**src/rtl/assert_macros.svh**
```systemverilog
// Assertion macros shared by the deframer modules.
// No dependencies; take in by include inside the asserting modules.
`ifndef ASSERT_MACROS_SVH
`define ASSERT_MACROS_SVH

// property holds at every clock edge out of reset
`define ASSERT_ALWAYS(lbl, clk, rst_n, prop, msg) \
  lbl: assert property (@(posedge clk) disable iff (!rst_n) (prop)) \
    else $error(msg);

// consequent holds in the same cycle as the antecedent
`define ASSERT_IMPLIES(lbl, clk, rst_n, ante, cons, msg) \
  lbl: assert property (@(posedge clk) disable iff (!rst_n) (ante) |-> (cons)) \
    else $error(msg);

`endif

```
**src/rtl/phd_pkg.sv**
```systemverilog
// Shared types, constants and the frame size table for the header deframer.
// No dependencies.
`default_nettype none

package phd_pkg;

  localparam logic [2:0]  RetryLimit       = 3'd5;
  localparam logic [3:0]  EmptyHeaderLimit = 4'd10;
  localparam logic [3:0]  TimeoutLimit     = 4'd10;
  localparam int          MaxFrameDefault  = 4096;

  localparam logic [7:0]  CtlCode          = 8'd9;
  localparam logic [14:0] NoiseMult        = 15'd3;

  localparam logic [3:0]  SizeCodeReset    = 4'd2;
  localparam logic [7:0]  SyncReset        = 8'd16;
  localparam logic [15:0] CheckReset       = 16'hAAAA;

  localparam logic        CmdByte          = 1'b0;
  localparam logic        CmdTimeout       = 1'b1;

  typedef enum logic [1:0] {
    PH_HUNT    = 2'd0,
    PH_HEADER  = 2'd1,
    PH_PAYLOAD = 2'd2,
    PH_FAILED  = 2'd3
  } phase_e;

  typedef enum logic [2:0] {
    KIND_GOOD_CTL = 3'd0,
    KIND_BAD_CTL  = 3'd1,
    KIND_HEADER   = 3'd2,
    KIND_BYTE     = 3'd3,
    KIND_RETRY    = 3'd4,
    KIND_FAIL     = 3'd5
  } kind_e;

  typedef enum logic [1:0] {
    REG_FRAME_SIZE = 2'd0,
    REG_SYNC       = 2'd1,
    REG_CHECK      = 2'd2
  } reg_idx_e;

  typedef struct packed {
    logic [3:0]  size_code;
    logic [7:0]  sync_value;
    logic [15:0] check_const;
  } cfg_t;

  typedef struct packed {
    kind_e       kind;
    logic [7:0]  control_byte;
    logic [15:0] check_word;
    logic [7:0]  data_byte;
    logic        last;
  } res_t;

  function automatic logic [12:0] frame_bytes(logic [3:0] code);
    logic [12:0] n;
    case (code)
      4'd1:    n = 13'd32;
      4'd2:    n = 13'd64;
      4'd3:    n = 13'd128;
      4'd4:    n = 13'd256;
      4'd5:    n = 13'd512;
      4'd6:    n = 13'd1024;
      4'd7:    n = 13'd2048;
      4'd8:    n = 13'd4096;
      default: n = 13'd1;
    endcase
    return n;
  endfunction

endpackage

`default_nettype wire

```
**src/rtl/phd_cfg.sv**
```systemverilog
// APB-style configuration registers of the header deframer.
// Depends on phd_pkg.
`default_nettype none

module phd_cfg (
  input  wire logic          clk_i,
  input  wire logic          rst_ni,
  input  wire logic          psel,
  input  wire logic          penable,
  input  wire logic          pwrite,
  input  wire logic [3:0]    paddr,
  input  wire logic [31:0]   pwdata,
  output logic [31:0]        prdata,
  output logic               pready,
  output phd_pkg::cfg_t      cfg_o
);
  import phd_pkg::*;

  cfg_t       cfg_q, cfg_d;
  logic       wr_en;
  logic [1:0] reg_idx;

  assign pready  = 1'b1;
  assign wr_en   = psel && penable && pwrite;
  assign reg_idx = paddr[3:2];

  always_comb begin
    cfg_d = cfg_q;
    if (wr_en) begin
      unique case (reg_idx)
        REG_FRAME_SIZE: cfg_d.size_code   = pwdata[3:0];
        REG_SYNC:       cfg_d.sync_value  = pwdata[7:0];
        REG_CHECK:      cfg_d.check_const = pwdata[15:0];
        default: ;
      endcase
    end
  end

  always_comb begin
    unique case (reg_idx)
      REG_FRAME_SIZE: prdata = {28'd0, cfg_q.size_code};
      REG_SYNC:       prdata = {24'd0, cfg_q.sync_value};
      REG_CHECK:      prdata = {16'd0, cfg_q.check_const};
      default:        prdata = 32'd0;
    endcase
  end

  always_ff @(posedge clk_i or negedge rst_ni) begin
    if (!rst_ni) begin
      cfg_q.size_code   <= SizeCodeReset;
      cfg_q.sync_value  <= SyncReset;
      cfg_q.check_const <= CheckReset;
    end else begin
      cfg_q <= cfg_d;
    end
  end

  assign cfg_o = cfg_q;

endmodule

`default_nettype wire

```
**src/rtl/phd_core.sv**
```systemverilog
// Frame state machine, header store, counters and result decode.
// Depends on phd_pkg and assert_macros.svh.
`default_nettype none

module phd_core #(
  parameter int MAX_FRAME = phd_pkg::MaxFrameDefault
) (
  input  wire logic          clk_i,
  input  wire logic          rst_ni,
  input  wire logic          accept_i,
  input  wire logic          command_i,
  input  wire logic [7:0]    rx_byte_i,
  input  wire phd_pkg::cfg_t cfg_i,
  output logic               res_valid_o,
  output phd_pkg::res_t      res_o
);
  import phd_pkg::*;
  `include "assert_macros.svh"

  localparam int          PayW      = $clog2(MAX_FRAME + 1);
  localparam logic [12:0] MaxFrameW = 13'(MAX_FRAME);

  phase_e            phase_q, phase_d;
  logic [7:0]        hdr_q [4];
  logic [2:0]        idx_q, idx_d;
  logic [PayW-1:0]   left_q, left_d;
  logic [13:0]       noise_q, noise_d;
  logic [2:0]        try_q, try_d;
  logic [3:0]        empty_q, empty_d;
  logic [3:0]        tmo_q, tmo_d;

  logic        is_tmo;
  logic [12:0] size_w;
  logic [14:0] noise_bound;
  logic        noise_over, cfg_usable;
  logic        fail_hunt, ev_act, ev_tmo, ev_hdr_byte, ev_finish;
  logic        ev_sync, ev_noise, ev_try;
  logic [2:0]  try_inc;
  logic        try_fail;
  logic        xor_ok, is_ctl, data_match, ev_ctl, ev_data;
  logic        pay_tmo, pay_byte, pay_end;
  logic [15:0] chk_word, ctl_sum;

  assign is_tmo      = (command_i == CmdTimeout);
  assign size_w      = frame_bytes(cfg_i.size_code);
  assign noise_bound = {2'b00, size_w} * NoiseMult;
  assign noise_over  = {1'b0, noise_q} >= noise_bound;
  assign cfg_usable  = (cfg_i.size_code >= 4'd1) && (cfg_i.size_code <= 4'd8) &&
                       (size_w <= MaxFrameW);

  assign fail_hunt   = (phase_q == PH_HUNT) && (try_q == 3'd0) && (noise_q == 14'd0) &&
                       ((empty_q > EmptyHeaderLimit) || (tmo_q > TimeoutLimit));
  assign ev_act      = accept_i && ((phase_q == PH_HUNT) || (phase_q == PH_HEADER)) &&
                       !fail_hunt;
  assign ev_tmo      = ev_act && is_tmo;
  assign ev_hdr_byte = ev_act && !is_tmo && (phase_q == PH_HEADER);
  assign ev_finish   = ev_hdr_byte && (idx_q == 3'd4);
  assign ev_sync     = ev_act && !is_tmo && (phase_q == PH_HUNT) &&
                       (rx_byte_i == cfg_i.sync_value);
  assign ev_noise    = ev_act && !is_tmo && (phase_q == PH_HUNT) &&
                       (rx_byte_i != cfg_i.sync_value);
  assign ev_try      = ev_tmo || (ev_noise && noise_over);
  assign try_inc     = try_q + 3'd1;
  assign try_fail    = try_inc >= RetryLimit;

  assign chk_word    = {hdr_q[2], hdr_q[1]};
  assign ctl_sum     = chk_word + {8'd0, hdr_q[3]};
  assign xor_ok      = (hdr_q[0] ^ hdr_q[1] ^ hdr_q[2] ^ hdr_q[3]) == rx_byte_i;
  assign is_ctl      = (hdr_q[0] == CtlCode);
  assign data_match  = cfg_usable && (hdr_q[0] == {4'd0, cfg_i.size_code});
  assign ev_ctl      = ev_finish && xor_ok && is_ctl;
  assign ev_data     = ev_finish && xor_ok && !is_ctl && data_match;

  assign pay_tmo     = accept_i && (phase_q == PH_PAYLOAD) && is_tmo;
  assign pay_byte    = accept_i && (phase_q == PH_PAYLOAD) && !is_tmo;
  assign pay_end     = pay_byte && (left_q <= PayW'(1));

  always_comb begin
    phase_d = phase_q;
    unique case (phase_q)
      PH_FAILED: ;
      PH_PAYLOAD: begin
        if (pay_tmo || pay_end) begin
          phase_d = PH_HUNT;
        end
      end
      PH_HUNT, PH_HEADER: begin
        if (accept_i && fail_hunt) begin
          phase_d = PH_FAILED;
        end else if (ev_try) begin
          phase_d = try_fail ? PH_FAILED : PH_HUNT;
        end else if (ev_sync) begin
          phase_d = PH_HEADER;
        end else if (ev_finish) begin
          phase_d = ev_data ? PH_PAYLOAD : PH_HUNT;
        end
      end
      default: phase_d = phase_q;
    endcase
  end

  always_comb begin
    res_valid_o = 1'b0;
    res_o       = '0;
    if (accept_i && fail_hunt) begin
      res_valid_o = 1'b1;
      res_o.kind  = KIND_FAIL;
    end else if (ev_try) begin
      res_valid_o = 1'b1;
      res_o.kind  = try_fail ? KIND_FAIL : KIND_RETRY;
    end else if (ev_ctl || ev_data) begin
      res_valid_o        = 1'b1;
      res_o.control_byte = hdr_q[3];
      res_o.check_word   = chk_word;
      if (ev_data) begin
        res_o.kind = KIND_HEADER;
      end else begin
        res_o.kind = (ctl_sum == cfg_i.check_const) ? KIND_GOOD_CTL : KIND_BAD_CTL;
      end
    end else if (pay_byte) begin
      res_valid_o     = 1'b1;
      res_o.kind      = KIND_BYTE;
      res_o.data_byte = rx_byte_i;
      res_o.last      = pay_end;
    end
  end

  always_comb begin
    idx_d   = idx_q;
    left_d  = left_q;
    noise_d = noise_q;
    try_d   = try_q;
    empty_d = empty_q;
    tmo_d   = tmo_q;
    if (ev_tmo) begin
      tmo_d = (tmo_q != 4'hF) ? tmo_q + 4'd1 : tmo_q;
      idx_d = 3'd0;
    end
    if (pay_tmo || pay_end) begin
      tmo_d  = 4'd0;
      left_d = '0;
    end else if (pay_byte) begin
      left_d = left_q - PayW'(1);
    end
    if (ev_sync) begin
      idx_d = 3'd0;
    end
    if (ev_hdr_byte) begin
      idx_d = ev_finish ? 3'd0 : idx_q + 3'd1;
    end
    if (ev_noise) begin
      noise_d = noise_over ? 14'd0 : noise_q + 14'd1;
    end
    if (ev_try) begin
      try_d = try_inc;
    end
    if (ev_finish) begin
      noise_d = 14'd0;
      try_d   = 3'd0;
      if (ev_data) begin
        empty_d = 4'd0;
        left_d  = size_w[PayW-1:0];
      end else begin
        empty_d = (empty_q != 4'hF) ? empty_q + 4'd1 : empty_q;
      end
    end
  end

  always_ff @(posedge clk_i or negedge rst_ni) begin
    if (!rst_ni) begin
      phase_q <= PH_HUNT;
      idx_q   <= 3'd0;
      left_q  <= '0;
      noise_q <= 14'd0;
      try_q   <= 3'd0;
      empty_q <= 4'd0;
      tmo_q   <= 4'd0;
    end else begin
      phase_q <= phase_d;
      idx_q   <= idx_d;
      left_q  <= left_d;
      noise_q <= noise_d;
      try_q   <= try_d;
      empty_q <= empty_d;
      tmo_q   <= tmo_d;
    end
  end

  always_ff @(posedge clk_i) begin
    if (ev_hdr_byte && !ev_finish) begin
      hdr_q[idx_q[1:0]] <= rx_byte_i;
    end
  end

  `ASSERT_ALWAYS(a_payload_count, clk_i, rst_ni,
    (phase_q == PH_PAYLOAD) == (left_q != '0), "payload count out of step with phase")
  `ASSERT_IMPLIES(a_idx_outside_header, clk_i, rst_ni,
    phase_q != PH_HEADER, idx_q == 3'd0, "header index set outside the header phase")
  `ASSERT_IMPLIES(a_try_below_limit, clk_i, rst_ni,
    phase_q != PH_FAILED, try_q < RetryLimit, "try count at limit without failure")

endmodule

`default_nettype wire

```
**src/rtl/phd_out_buf.sv**
```systemverilog
// Result register with one skid entry between the core and the output channel.
// Depends on phd_pkg and assert_macros.svh.
`default_nettype none

module phd_out_buf (
  input  wire logic          clk_i,
  input  wire logic          rst_ni,
  input  wire logic          push_i,
  input  wire phd_pkg::res_t res_i,
  output logic               full_o,
  output logic               out_valid_o,
  input  wire logic          out_stall_i,
  output phd_pkg::res_t      res_o
);
  import phd_pkg::*;
  `include "assert_macros.svh"

  logic out_valid_q, out_valid_d;
  logic skid_valid_q, skid_valid_d;
  res_t out_q, out_d;
  res_t skid_q, skid_d;
  logic pop;

  assign pop = out_valid_q && !out_stall_i;

  always_comb begin
    out_valid_d  = out_valid_q;
    skid_valid_d = skid_valid_q;
    out_d        = out_q;
    skid_d       = skid_q;
    if (skid_valid_q) begin
      if (pop) begin
        out_d        = skid_q;
        skid_valid_d = 1'b0;
      end
    end else if (push_i) begin
      if (!out_valid_q || pop) begin
        out_d       = res_i;
        out_valid_d = 1'b1;
      end else begin
        skid_d       = res_i;
        skid_valid_d = 1'b1;
      end
    end else if (pop) begin
      out_valid_d = 1'b0;
    end
  end

  always_ff @(posedge clk_i or negedge rst_ni) begin
    if (!rst_ni) begin
      out_valid_q  <= 1'b0;
      skid_valid_q <= 1'b0;
    end else begin
      out_valid_q  <= out_valid_d;
      skid_valid_q <= skid_valid_d;
    end
  end

  always_ff @(posedge clk_i) begin
    out_q  <= out_d;
    skid_q <= skid_d;
  end

  assign full_o      = skid_valid_q;
  assign out_valid_o = out_valid_q;
  assign res_o       = out_q;

  `ASSERT_IMPLIES(a_skid_behind_out, clk_i, rst_ni, skid_valid_q, out_valid_q,
    "skid entry held without an output item")
  `ASSERT_ALWAYS(a_no_push_when_full, clk_i, rst_ni,
    !(skid_valid_q && push_i), "item pushed into a full buffer")
  `ASSERT_ALWAYS(a_out_held_while_stalled, clk_i, rst_ni,
    out_valid_q && out_stall_i |=> out_valid_q && $stable(out_q), "stalled item changed")

endmodule

`default_nettype wire

```
**src/rtl/packet_header_deframer.sv**
```systemverilog
// Top level of the packet header deframer: configuration, core and output buffer.
// Depends on phd_pkg, phd_cfg, phd_core and phd_out_buf.
//
//   port group   direction  handshake             payload
//   input        in         in_valid_i/in_stall_o command_i, rx_byte_i
//   result       out        out_valid_o/out_stall_i kind_o, control_byte_o,
//                                                 check_word_o, data_byte_o, last_o
//   config       in         psel/penable/pwrite   paddr, pwdata, prdata
//
// One item per cycle while in_stall_o is low; results are registered on the way out.
// The frame state and counters update in the cycle the item is taken.
// Stall on the input rises only when the result register and the skid entry are full.
// Reset clears phase, counters and buffer flags; header bytes hold until written.
`default_nettype none

module packet_header_deframer #(
  parameter int MAX_FRAME = phd_pkg::MaxFrameDefault
) (
  input  wire logic        clk_i,
  input  wire logic        rst_ni,
  input  wire logic        in_valid_i,
  output logic             in_stall_o,
  input  wire logic        command_i,
  input  wire logic [7:0]  rx_byte_i,
  output logic             out_valid_o,
  input  wire logic        out_stall_i,
  output logic [2:0]       kind_o,
  output logic [7:0]       control_byte_o,
  output logic [15:0]      check_word_o,
  output logic [7:0]       data_byte_o,
  output logic             last_o,
  input  wire logic        psel,
  input  wire logic        penable,
  input  wire logic        pwrite,
  input  wire logic [3:0]  paddr,
  input  wire logic [31:0] pwdata,
  output logic [31:0]      prdata,
  output logic             pready
);
  import phd_pkg::*;

  cfg_t cfg;
  res_t core_res, out_res;
  logic core_valid;
  logic accept;
  logic buf_full;

  assign in_stall_o = buf_full;
  assign accept     = in_valid_i && !buf_full;

  phd_cfg u_cfg (
    .clk_i   (clk_i),
    .rst_ni  (rst_ni),
    .psel    (psel),
    .penable (penable),
    .pwrite  (pwrite),
    .paddr   (paddr),
    .pwdata  (pwdata),
    .prdata  (prdata),
    .pready  (pready),
    .cfg_o   (cfg)
  );

  phd_core #(
    .MAX_FRAME (MAX_FRAME)
  ) u_core (
    .clk_i       (clk_i),
    .rst_ni      (rst_ni),
    .accept_i    (accept),
    .command_i   (command_i),
    .rx_byte_i   (rx_byte_i),
    .cfg_i       (cfg),
    .res_valid_o (core_valid),
    .res_o       (core_res)
  );

  phd_out_buf u_out_buf (
    .clk_i       (clk_i),
    .rst_ni      (rst_ni),
    .push_i      (core_valid),
    .res_i       (core_res),
    .full_o      (buf_full),
    .out_valid_o (out_valid_o),
    .out_stall_i (out_stall_i),
    .res_o       (out_res)
  );

  assign kind_o         = out_res.kind;
  assign control_byte_o = out_res.control_byte;
  assign check_word_o   = out_res.check_word;
  assign data_byte_o    = out_res.data_byte;
  assign last_o         = out_res.last;

endmodule

`default_nettype wire
```
**config.mk**
```make
export PLATFORM = sky130hd
export DESIGN_NAME = packet_header_deframer
export DESIGN_NICKNAME = d
export VERILOG_FILES = /design/src/rtl/phd_pkg.sv /design/src/rtl/phd_cfg.sv /design/src/rtl/phd_core.sv /design/src/rtl/phd_out_buf.sv /design/src/rtl/packet_header_deframer.sv
export VERILOG_INCLUDE_DIRS = /design/src /design/src/rtl
export SDC_FILE = /design/constraint.sdc
export NUM_CORES = 1
export LEC_CHECK = 0
export ABC_AREA = 1
export BUFFER_PORTS_ARGS = -buffer_cell sky130_fd_sc_hd__buf_2
export CAP_MARGIN = 15
export CORE_UTILIZATION = 40
export CTS_BUF_LIST = sky130_fd_sc_hd__clkbuf_16
export CTS_CLUSTER_DIAMETER = 150
export DETAILED_ROUTE_END_ITERATION = 8
export SLEW_MARGIN = 5
export SYNTH_ARGS = -nofsm -noshare
export SYNTH_HDL_FRONTEND = slang
export SYNTH_SLANG_ARGS = --single-unit
```
**constraint.sdc**
```tcl
create_clock -name clk_i -period 5.5 [get_ports clk_i]
set_input_delay 0.825 -clock clk_i [delete_from_list [all_inputs] [get_ports clk_i]]
set_output_delay 0.825 -clock clk_i [all_outputs]
set_load 0.02 [all_outputs]
```
==> run summary <==
Status: finished, final reports clean
Top sig layer: met4
R2R Setup Slk: 1060 ps
Post-synth EDFFs: 104
PortBufs: 87
Clock tree sinks: 177
Leak Pwr: 0.00553 µW
Clock skew: 10.7 ps
Gr usage total: 0.189
H-tree levels: 4
Drt first pass iters: 5
Post-Synth XOR/XNOR Area: 0.0450
Min Tclk post-route: 4440 ps
Vias per Instance: 4.81
Die area: 26400 µm²
CTS tree: yes
CTS clk-pin slew, worst paths: 70 ps
Fin. max-slew vios: 0
Wire length on met2: 12.0 mm
Reg2reg end: u_out_buf.skid_q[20]
Area post-placement: 11000 µm²
Relative slew slack: 0.272
Fin Setup TNS: 0 ps
CP Max Fanout: 32
Hold Crit Start: u_cfg.cfg_o[15]
Worst r2r src: u_cfg.cfg_o[25]
Synth Area in Adders: 0.0561
YS warnings: 0
Initial Util: 0.408
Leading register cell type out of synthesis: edfxtp_1
Routed WL: 23.8 mm
Final std cells w/o fill: 1649
Synth Area in Simple Gates: 0.245
CTS Hold Buffers Added: 0
Max Buffers Root-to-Sink: 2
Arrival @ worst endpoint: 4530 ps
VDD IR-drop max: 0.263 mV
DRC Markers: 0
CTS resizes: 0
DRT iter0 DRCs: 383
Initial antenna violation count: 0
Die X: 163 µm
Post-synth top area share: 0.303
Diodes inserted: 0
Crit end category: register
Post-route cell area: 11600 µm²
Crit Path Class: register to register
Post-synthesis mux area share: 0.00109
Largest net degree at the start of global routing: 74
CORE AREA: 25300 µm²
Largest family of logic cells by synthesized area: simple AND/OR/NAND/NOR gates
Placed cells: 1616
Compound-gate portion of the synthesized area: 0.0752
Vias in the first global route: 7667
Ratio of final minimum period to clock period: 0.807
Routed len/inst: 14.4 µm
Die Y: 163 µm
Critical Path RT: 5590 ps
Met3 wire length: 751 µm
Cell variety after synth: 48
Final ANT Viol Nets: 0
Post-Route M1 WL: 10.5 mm
F_max: 0.225 GHz
DPL Wire Length: 17.8 mm
Cells after Synth: 1219
Worst-skew pair later-pin latency: 440 ps
Reg2Reg Depth: 23
FP Rows: 58
Root Driver: clkbuf_16
Post-CTS setup buffers: 0
GR Overflow Total: 0
Hold Crit Endpoint: u_cfg.cfg_o[15]
HP Class: register to register
First-pass GRT wire length: 38.9 mm
Via count: 7928
Sequential cell area fraction in the yosys report: 0.482
Power Dens Cells: 402 nW/µm²
Layout Nets: 1403
Number of max-cap violations: 0
Area grow syn2layout: 12.4%
Hold Path Depth: 2
Post-Syn Area: 10300 µm²
TritonCTS Buffers: 17
Fraction of layout cells with a size suffix above 1: 0.139
Routability Congestion: 0.888
Top cells by area, synth: edfxtp_1, dfrtp_1, nand2_1
Synthesized area per cell: 8.45 µm²
Most area-hungry cell type in the Yosys netlist: edfxtp_1
Ys async rst share: 0.412
Startpoint types: register
Worst Tran Pin Value: 1090 ps
Yosys reg bits: 177
Finish-stage setup viols: 0
I/O Pins: 123
RSZ-0062 raised after global routing: false
Final Hold Vio Count: 0
==> per-stage QoR <==
step	worst slack, ps	power (µW)	utilization	hold slack, ps
after global routing	637	4990	0.459	526
after CTS	1030	4690	0.458	497
final	1060	4650	0.459	493
after detailed placement	1050	3480	0.435	485
after floorplan	1350	3070	-	467
after global placement	1110	3440	0.435	486
==> layer usage <==
layer	up-vias	GRT usage
li1	4089	-
met1	3651	0.236
met2	153	0.334
met3	35	0.0270
met4	0	0.0643
met5	-	0
==> critical path, cell delays in order (launching register included) <==
cell and delay [ps]:
dfstp_2 630, inv_1 60, nor2_1 80, inv_1 60, nor2_1 180, ha_1 220, inv_1 50, fa_1 390
o21ai_0 280, a21oi_1 100, o21bai_1 210, xor2_1 100, ha_1 300, nand4_1 90, inv_1 60, nand2_1 50
nand2_1 70, nand3_1 150, nand3_1 170, nor2_1 80, nand2_1 60, nand2_1 70, inv_1 170, buf_4 430
==> cells in the mapped netlist (all sizes together) (3+ instances only) <==
master	count
buf	29
nand2	311
o22ai	18
o21ai	76
xor2	35
ha	43
dfrtp	63
clkbuf	11
inv	194
edfxtp	104
nand3b	9
o211ai	3
xnor2	18
dfstp	10
nand4	23
nor3	10
nor4	6
nand3	74
a21oi	30
nor2	128
==> where the power goes <==
| group | total [µW] | internal, µW | leakage, µW | switching, µW |
|---|---|---|---|---|
| Sequential | 1980 | 1770 | 0.00190 | 205 |
| Clock | 1210 | 639 | 0.000280 | 570 |
| Combinational | 1470 | 504 | 0.00335 | 963 |
==> cells in the final DEF, fill, tap and decap left out, drive strengths merged, types with 3 or more instances in the layout <==
cell type	count
nand2	311
inv	200
nor2	128
edfxtp	104
buf	93
o21ai	76
nand3	74
dfrtp	63
ha	43
xor2	35
a21oi	30
nand4	23
xnor2	18
o22ai	18
conb	17
clkbuf	17
dfstp	10
nor3	10
nand3b	9
nor4	6
clkinv	6
o211ai	3
clkinvlp	3
==> area by class of cell <==
type / instances / area [µm²]
timing repair buffer: 93 / 483
multi-input combinational: 822 / 4410
clock inverter: 15 / 155
tap: 330 / 413
sequential: 177 / 4960
clock buffer: 17 / 425
inverter: 195 / 732
fill: 2491 / 13700
==> flip-flops by register name, summed over array words and instances (netlist names) <==
name,flops
u_core.tmo_q,4
u_core.noise_q,14
u_out_buf.full_o,1
u_cfg.cfg_o,28
u_out_buf.out_valid_o,1
u_core.empty_q,4
u_out_buf.skid_q,36
u_core.hdr_q,32
u_out_buf.res_o,36
u_core.phase_q,2
u_core.try_q,3
u_core.left_q,13
u_core.idx_q,3
==> worst max path at each step <==
stage                               start              endpoint  cells past startpoint
after CTS                 u_cfg.cfg_o[25]  u_out_buf.skid_q[18]                     23
after global placement    u_cfg.cfg_o[25]  u_out_buf.skid_q[21]                     23
final                     u_cfg.cfg_o[25]  u_out_buf.skid_q[20]                     23
after global routing      u_cfg.cfg_o[25]   u_out_buf.skid_q[3]                     23
after floorplan           u_cfg.cfg_o[25]   u_out_buf.skid_q[0]                     23
after detailed placement  u_cfg.cfg_o[25]  u_out_buf.skid_q[22]                     23
==> kinds of logic after synthesis <==
kind of cell               count (synthesis)
and+or+nand+nor                          566
buffers and inverters                    235
DFF                                      177
AOI/OAI and AO/OA                        140
xor gates and xnor gates                  53
adders and majority gates                 45
other                                      2
muxes                                      1
No activity file was read; power rests on OpenSTA's default activity.
